<file path="config.mk">
export PLATFORM = sky130hd
export DESIGN_NAME = array_list_insert_delete
export DESIGN_NICKNAME = d
export VERILOG_FILES = /design/src/design/alid_pkg.sv /design/src/design/array_list_insert_delete.sv
export SDC_FILE = /design/constraint.sdc
export NUM_CORES = 1
export LEC_CHECK = 0
export BUFFER_PORTS_ARGS = -buffer_cell sky130_fd_sc_hd__buf_2
export CORE_UTILIZATION = 45
export DETAILED_ROUTE_END_ITERATION = 7
export HOLD_SLACK_MARGIN = 0.02
export PLACE_DENSITY_LB_ADDON = 0.1
export SLEW_MARGIN = 20
export SYNTH_ARGS = -nofsm -noshare
export SYNTH_HDL_FRONTEND = slang
export SYNTH_SLANG_ARGS = --single-unit
</file>
<file path="constraint.sdc">
create_clock -name clock -period 5.15 [get_ports clock]
set_input_delay 0.515 -clock clock [delete_from_list [all_inputs] [get_ports clock]]
set_output_delay 0.515 -clock clock [all_outputs]
set_load 0.005 [all_outputs]
</file>
<file path="src/design/alid_pkg.sv">
// Types and constants for the array list insert/delete block.
// No dependencies; imported by the top level, its checker and the testbench.
package alid_pkg;

   localparam int DEPTH_DEFAULT = 16;
   localparam int POS_W         = 5;
   localparam int VAL_W         = 32;
   localparam int COUNT_W       = 5;

   localparam logic OP_INSERT = 1'b0;
   localparam logic OP_DELETE = 1'b1;

   typedef struct packed {
      logic                    opcode;
      logic [POS_W-1:0]        position;
      logic signed [VAL_W-1:0] value;
   } req_type;

   typedef struct packed {
      logic                    ok;
      logic signed [VAL_W-1:0] removed_value;
      logic [COUNT_W-1:0]      count;
   } rsp_type;

   typedef enum logic [2:0] {
      ST_IDLE,
      ST_INS_SHIFT,
      ST_INS_WR,
      ST_DEL_READ,
      ST_DEL_CAP,
      ST_DEL_SHIFT,
      ST_DEL_WR,
      ST_DONE
   } state_type;

endpackage

</file>
<file path="src/design/array_list_insert_delete.sv">
// Ordered list of up to DEPTH signed 32-bit entries held in a single memory,
// with insert and delete requests at 1-based positions. Depends on alid_pkg.
//
// One request is in work at a time: req_stall is high from the cycle after
// a request is taken until its response has been loaded into the output
// register. Entries move one at a time through the memory's single read and
// single write port. An insert at position p into a list of n entries moves
// n-p+1 entries, a delete moves n-p entries and a rejected request moves
// none. The output register lets a new request be taken while the previous
// response is still stalled.
// The memory needs no clearing after reset: only entries below the length
// are ever read.
module array_list_insert_delete #(
   parameter int DEPTH = alid_pkg::DEPTH_DEFAULT
) (
   input  logic              clock,
   input  logic              reset,
   input  logic              req_valid,
   output logic              req_stall,
   input  alid_pkg::req_type req_data,
   output logic              rsp_valid,
   input  logic              rsp_stall,
   output alid_pkg::rsp_type rsp_data
);
   import alid_pkg::*;

   localparam int ADDR_W = (DEPTH > 1) ? $clog2(DEPTH) : 1;
   localparam int CNT_W  = $clog2(DEPTH + 1);
   localparam int CMP_W  = ((CNT_W > POS_W) ? CNT_W : POS_W) + 1;

   state_type state_ff, state_in;

   logic [CNT_W-1:0]        len_ff, len_in;
   logic [ADDR_W-1:0]       idx_ff, idx_in;
   logic [ADDR_W-1:0]       tgt_ff, tgt_in;
   logic signed [VAL_W-1:0] val_ff, val_in;
   logic signed [VAL_W-1:0] taken_ff, taken_in;
   logic                    ok_ff, ok_in;

   logic                    rsp_valid_ff, rsp_valid_in;
   rsp_type                 rsp_data_ff, rsp_data_in;

   logic signed [VAL_W-1:0] entries_ff [DEPTH];
   logic signed [VAL_W-1:0] rd_data_ff;
   logic                    mem_we, mem_re;
   logic [ADDR_W-1:0]       mem_wa, mem_ra;
   logic signed [VAL_W-1:0] mem_wd;

   logic [CMP_W-1:0] len_cmp, pos_cmp, idx_cmp;
   logic             ins_ok, del_ok, rsp_free;

   assign len_cmp = CMP_W'(len_ff);
   assign pos_cmp = CMP_W'(req_data.position);
   assign idx_cmp = CMP_W'(idx_ff);

   assign ins_ok = (pos_cmp != '0) && (pos_cmp <= len_cmp + CMP_W'(1))
                   && (len_cmp < CMP_W'(DEPTH));
   assign del_ok = (pos_cmp != '0) && (pos_cmp <= len_cmp);

   assign rsp_free = !rsp_valid_ff || !rsp_stall;

   assign req_stall = (state_ff != ST_IDLE);
   assign rsp_valid = rsp_valid_ff;
   assign rsp_data  = rsp_data_ff;

   always_ff @(posedge clock) begin
      if (reset) begin
         state_ff     <= ST_IDLE;
         len_ff       <= '0;
         rsp_valid_ff <= 1'b0;
      end else begin
         state_ff     <= state_in;
         len_ff       <= len_in;
         rsp_valid_ff <= rsp_valid_in;
      end
   end

   always_ff @(posedge clock) begin
      idx_ff      <= idx_in;
      tgt_ff      <= tgt_in;
      val_ff      <= val_in;
      taken_ff    <= taken_in;
      ok_ff       <= ok_in;
      rsp_data_ff <= rsp_data_in;
   end

   always_ff @(posedge clock) begin
      if (mem_we) begin
         entries_ff[mem_wa] <= mem_wd;
      end
      if (mem_re) begin
         rd_data_ff <= entries_ff[mem_ra];
      end
   end

   always_comb begin
      state_in     = state_ff;
      len_in       = len_ff;
      idx_in       = idx_ff;
      tgt_in       = tgt_ff;
      val_in       = val_ff;
      taken_in     = taken_ff;
      ok_in        = ok_ff;
      rsp_valid_in = rsp_valid_ff && rsp_stall;
      rsp_data_in  = rsp_data_ff;
      mem_we       = 1'b0;
      mem_re       = 1'b0;
      mem_wa       = idx_ff;
      mem_ra       = idx_ff;
      mem_wd       = rd_data_ff;

      unique case (state_ff)
         ST_IDLE: begin
            if (req_valid) begin
               val_in   = req_data.value;
               taken_in = '0;
               tgt_in   = ADDR_W'(pos_cmp - CMP_W'(1));
               if (req_data.opcode == OP_INSERT) begin
                  ok_in  = ins_ok;
                  idx_in = ADDR_W'(len_ff);
                  state_in = ins_ok ? ST_INS_SHIFT : ST_DONE;
               end else begin
                  ok_in  = del_ok;
                  idx_in = ADDR_W'(pos_cmp - CMP_W'(1));
                  state_in = del_ok ? ST_DEL_READ : ST_DONE;
               end
            end
         end
         // Walk down from the old end, copying each entry one place up,
         // until the target slot is reached; then drop the new value in.
         ST_INS_SHIFT: begin
            if (idx_ff == tgt_ff) begin
               mem_we   = 1'b1;
               mem_wd   = val_ff;
               len_in   = len_ff + CNT_W'(1);
               state_in = ST_DONE;
            end else begin
               mem_re   = 1'b1;
               mem_ra   = idx_ff - ADDR_W'(1);
               state_in = ST_INS_WR;
            end
         end
         ST_INS_WR: begin
            mem_we   = 1'b1;
            idx_in   = idx_ff - ADDR_W'(1);
            state_in = ST_INS_SHIFT;
         end
         ST_DEL_READ: begin
            mem_re   = 1'b1;
            state_in = ST_DEL_CAP;
         end
         ST_DEL_CAP: begin
            taken_in = rd_data_ff;
            state_in = ST_DEL_SHIFT;
         end
         // Pull each later entry one place down until the last one is moved.
         ST_DEL_SHIFT: begin
            if (idx_cmp + CMP_W'(1) == len_cmp) begin
               len_in   = len_ff - CNT_W'(1);
               state_in = ST_DONE;
            end else begin
               mem_re   = 1'b1;
               mem_ra   = idx_ff + ADDR_W'(1);
               state_in = ST_DEL_WR;
            end
         end
         ST_DEL_WR: begin
            mem_we   = 1'b1;
            idx_in   = idx_ff + ADDR_W'(1);
            state_in = ST_DEL_SHIFT;
         end
         ST_DONE: begin
            if (rsp_free) begin
               rsp_valid_in              = 1'b1;
               rsp_data_in.ok            = ok_ff;
               rsp_data_in.removed_value = taken_ff;
               rsp_data_in.count         = len_cmp[COUNT_W-1:0];
               state_in                  = ST_IDLE;
            end
         end
         default: begin
            state_in = ST_IDLE;
         end
      endcase
   end

endmodule

</file>
**Yosys cells after proc, flatten, opt, wreduce, memory -nomap -nowiden**

Memories as Yosys holds them, arrays and structs flattened. A register that Yosys moved wholly into a read port is not among the register bits.
Index checks and enable logic that the tools add are counted.
Widths: inputs -> output; s select.

- Bits in registers: 120
- Latch bits: 0
- Memory bits (writable): 512
- Bits in read-only memories: 0
- Input port bits: 42
- Output and inout port bits: 40
- Logic and storage cells: 87
- Memories kept: 1

Memories:

| name | words | width | rd ports | clocked after memory_dff | wr ports | RTL line | text |
|---|---|---|---|---|---|---|---|
| entries_ff | 16 | 32 | 1 | 1 | 1 | array_list_insert_delete.sv:43 | `logic signed [VAL_W-1:0] entries_ff [DEPTH];` |

- $add $sub $neg: 7
- $mul: 0
- Divide/modulo/power cells: 0
- Order comparisons: 3
- Eq/ne operators: 13
- Shifts and indexed selects: 0
- Muxes and demuxes: 31
- Bitwise operators: 0
- Reductions and logical operators: 21

Operators with widths:

| cell | count |
|---|---|
| $mux 32 | 3 |
| $pmux 32 s2 | 1 |
| $pmux 3 s7 | 1 |
| $mux 3 | 6 |
| $mux 4 | 4 |
| $eq 3x3->1 const B | 4 |
| $pmux 4 s3 | 1 |
| $mux 5 | 2 |
| $pmux 5 s2 | 1 |
| $reduce_and 2->1 | 5 |
| $mux 1 | 9 |
| $ne 2x2->1 const B | 4 |
| $pmux 4 s2 | 1 |
| $sub 4x1->4 const B | 2 |
| $add 5x1->6 const B | 1 |
| $eq 3x2->1 const B | 2 |
| $le 5x6->1 | 1 |
| $reduce_bool 3->1 | 2 |
| $reduce_bool 6->1 | 1 |
| $add 4x1->5 const B | 1 |
| $add 5x1->5 const B | 1 |
| $eq 5x5->1 | 1 |
| $le 5x5->1 | 1 |
| $lt 5x5->1 const B | 1 |
| 13 further kinds | 19 |

**Logic depth before layout (Yosys ltp)**

- Depth after elaboration: 8
- Depth in mapped cells: 15
- Mapped depth without buffers: 12

**Worst setup path after synthesis**

Ideal clock, no wire load.

- Kind: register to register
- Start: reg idx_ff[0]
- End: mem entries_ff[11][0], enable pin
- Setup time: 0.461 ns
- Arrival: 3.889 ns
- Required time: 4.689 ns
- Slack: 0.800 ns
- Stages on the path, launching flop included: 9
- Path buffers: 2
- Period minus slack after synthesis: 4.350 ns
- Cell sequence: edfxtp_1 > buf_2 > xnor2_1 > nand4_1 > or3_1 > clkbuf_1 > nand2_1 > nand2_1 > nor3_1

- Longest elaborated chain between the ends: 5

RTL lines:

| element | RTL line | text |
|---|---|---|
| from (decl) | array_list_insert_delete.sv:34 | `logic [ADDR_W-1:0] idx_ff, idx_in;` |
| from (signal assigned) | array_list_insert_delete.sv:79 | `idx_ff <= idx_in;` |
| $eq 4x4->1 | array_list_insert_delete.sv:132 | `if (idx_ff == tgt_ff) begin` |
| $mux 1 | array_list_insert_delete.sv:132 |  |
| $pmux 1 s2 | array_list_insert_delete.sv:112 | `unique case (state_ff)` |
| $mux 1 | array_list_insert_delete.sv:88 | `if (mem_we) begin` |
| $mux 1 (not written as such) | array_list_insert_delete.sv:89 | `entries_ff[mem_wa] <= mem_wd;` |
| to (decl) | array_list_insert_delete.sv:43 |  |

Several ways; a longest one is shown, not always the timed one.

**Worst setup path after layout**

- Start: reg idx_ff[0]
- End: reg rd_data_ff[14] (read register of entries_ff) (data pin)

- Longest elaborated chain between the ends: 4
- Elaborated cells between the ends (all ways): 11
- Classes of those cells: 3 x add/sub; 2 x eq/ne; 6 x mux

RTL lines:

| element | RTL line | text |
|---|---|---|
| $add 4x1->5 | array_list_insert_delete.sv:158 | `if (idx_cmp + CMP_W'(1) == len_cmp) begin` |
| $eq 5x5->1 | array_list_insert_delete.sv:158 |  |
| $mux 1 or $mux 4 (tied branches) | array_list_insert_delete.sv:158 |  |
| $pmux 1 s3 or $pmux 4 s2 (tied branches) | array_list_insert_delete.sv:112 |  |
| to (decl) | array_list_insert_delete.sv:44 | `logic signed [VAL_W-1:0] rd_data_ff;` |

Several ways; a longest one is shown, not always the timed one.
A chain may end at the register's enable or synchronous reset.

==> impl_metrics.py <==
metrics = {
    "place": {
        "portBuffers": 81,
        "routabilityCongestion": 0.7683,
        "preCtsSetupSlack_ps": 1150,
        "post-dp-hpwl_mm": 33.30,
        "dp_cells": 2370,
    },
    "synthesis": {
        "yosys_warnings": 0,
        "synth_ff_type": "edfxtp_1",
        "synth_seq_area_share": 0.7477,
        "avgSynthCellArea_sq_um": 17.02,
        "syn_inst": 1560,
        "synth_seq_cells": 664,
        "synth_edf_count": 655,
        "ys_types": 51,
        "async_flop_share": 0,
        "syn_area_sq_um": 26550,
        "syn-num-nets": 1624,
    },
    "floorplan": {
        "die_h_um": 244.9,
        "std_cell_rows": 88,
        "start_util": 0.4575,
        "fp.dieW_um": 244.9,
        "core_area_sq_um": 58030,
        "dieArea_sq_um": 59970,
        "io_pins": 82,
    },
    "clocking": {
        "cts-root-buf": "clkbuf_16",
        "numCtsBuffers": 71,
        "cts_max_level": 3,
        "post_cts_buffers": 0,
        "hold_buffers": 0,
        "clkSlewWorstSetupHoldPaths_ps": 60,
        "cts_tree": "yes",
        "clk_latency_ps": 600,
        "cts.path.max_buffers": 3,
        "cts_sinks": 664,
        "cts_resized": 0,
    },
    "global_routing": {
        "grt_pass1_vias": 13765,
        "grt.total_usage": 0.2082,
        "grt-ovfl-total": 0,
        "grtUsageMet2": 0.3387,
        "gr-usage-met3": 0.03149,
        "grt_first_pass_wirelength_mm": 90.54,
        "grt-busiest-layer": "met2",
        "antenna_found_initial": 1,
        "use_met1": 0.2889,
        "grt_max_degree": 105,
    },
    "worst_setup_path": {
        "critPathCaptureType": "flop",
        "reg2reg_depth": 12,
        "worstPathArrival_ps": 4330,
        "cp_max_fo": 104,
        "required_ps": 5450,
        "start_kind": "flop",
        "worstSetupPathType": "reg2reg",
    },
    "cells_and_area": {
        "regArea_sq_um": 19850,
        "final_common_cell": "edfxtp_1",
        "nets": 1742,
        "multiInputGateArea_sq_um": 6314,
        "layout_common_cells": "edfxtp_1 (655), mux2_2 (156), nand2_1 (140)",
        "layout-drive-gt1-share": 0.2415,
        "syn_to_final_growth_pct": 14.11,
        "fill_cells": 4704,
        "antenna_cells": 0,
        "finalNonFillerCells": 2500,
    },
    "timing": {
        "slew_headroom": 0.4360,
        "fin_ws_ps": 1125,
        "finClkSkew_ps": 22.43,
        "hold_viol": 0,
        "fin_tns_setup_ps": 0,
        "fmax_ghz": 0.2484,
        "slew_violations": 0,
        "finalSetupViolations": 0,
        "min_period_over_period": 0.7816,
        "worst_pin_slew_ps": 843.9,
        "min_period_ps": 4025,
        "grt_setup_unrepaired": "no",
    },
    "drt": {
        "first_pass_iters": 5,
        "drt-wirelength-per-cell_um": 24.56,
        "vias": 13724,
        "drt_iter0_markers": 933,
        "drc": 0,
        "final_antenna_net_count": 0,
        "routed_wl_mm": 61.40,
        "via_per_inst": 5.490,
    },
    "power": {
        "power.density_nw_per_um2": 487.1,
        "ir_worst_vdd_uv": 247.2,
        "p_leak_nw": 10.36,
        "finalPower_mw": 14.76,
    },
    "run_status": {
        "status": "complete, no violations",
    },
    "flow_run": {
        "maxCapViolations": 0,
    },
    "hold_path": {
        "worstHoldPathCells": 1,
        "hold_class": "in2reg",
    },
}
power by group:
group	switching (mW)	total [mW]	internal [mW]
logic	1.93	3.03	1.10
clock network	2.04	4.87	2.83
registers	0.144	6.85	6.71
total	4.11	14.8	10.6
critical path: stages, from the launching register on:
cell       delay [ps]
edfxtp_1          580
inv_1             150
ha_1              390
xor2_1            160
a211oi_1          240
o211a_1           250
a21oi_1           130
a2111oi_4         200
buf_4             230
buf_12            490
mux2_2            410
o211ai_1          190
nand4_1           150
registers in the layout, indices dropped and copies added (netlist names):
signal      count
rd_data_ff     32
tgt_ff          4
idx_ff          4
entries_ff    512
rsp_valid       1
rsp_data       38
ok_ff           1
state_ff        3
taken_ff       32
len_ff          5
val_ff         32
final cells by class:
cell class / count / share of cell area
multi-input cells: 788 / 0.2084
well taps: 765 / 0.03160
clock inverters: 40 / 0.01016
clock buffers: 90 / 0.06312
repair buffers: 131 / 0.02867
flip-flops and latches: 664 / 0.6553
inverters: 22 / 0.002726
per-layer routing:
layer	part of all wire	vias to the layer above
met2	0.48	276
met3	0.036	90
li1	-	6291
met1	0.46	7067
met5	0	-
met4	0.024	0
synth_stat cells (15+ instances only):
library cell / instances / share of area
o211ai_1: 128 / 0.036
buf_4: 15 / 0.0042
and2_1: 42 / 0.0099
nand2_1: 140 / 0.020
mux2_2: 156 / 0.066
inv_1: 22 / 0.0031
ha_1: 21 / 0.0099
nand4_1: 34 / 0.0080
clkbuf_1: 34 / 0.0048
buf_2: 29 / 0.0055
nor2_1: 22 / 0.0031
mux2i_1: 133 / 0.050
edfxtp_1: 655 / 0.74
xnor2_1: 18 / 0.0059
stage by stage:
stage	utilization	area [sq um]	hold slack, ps
floorplan	-	26550	400.3
global placement	0.4838	28070	402.8
detailed placement	0.4838	28070	404.5
CTS	0.5220	30290	51.01
global route	0.5220	30290	55.08
finish	0.5220	30290	89.08
kinds of logic after synthesis:
logic type                 after synthesis  share of synthesized area
AOI/OAI and AO/OA                      176                    0.04883
buffers and inverters                  108                    0.01881
and+or+nand+nor                        276                    0.04940
adders and majority gates               22                    0.01065
muxes                                  289                     0.1163
xor gates and xnor gates                25                   0.008248
DFF                                    664                     0.7477
path summary, 6_finish.rpt:
kind | start | slack, ps | end
hold reg to reg | taken_ff[14] | 420 | rsp_data[19]
setup / recovery | idx_ff[0] | 1120 | rd_data_ff[14]
setup reg to reg | idx_ff[0] | 1120 | rd_data_ff[14]
hold / removal | req_data[21] | 90 | val_ff[21]
Power figures use the tool's default switching activity.
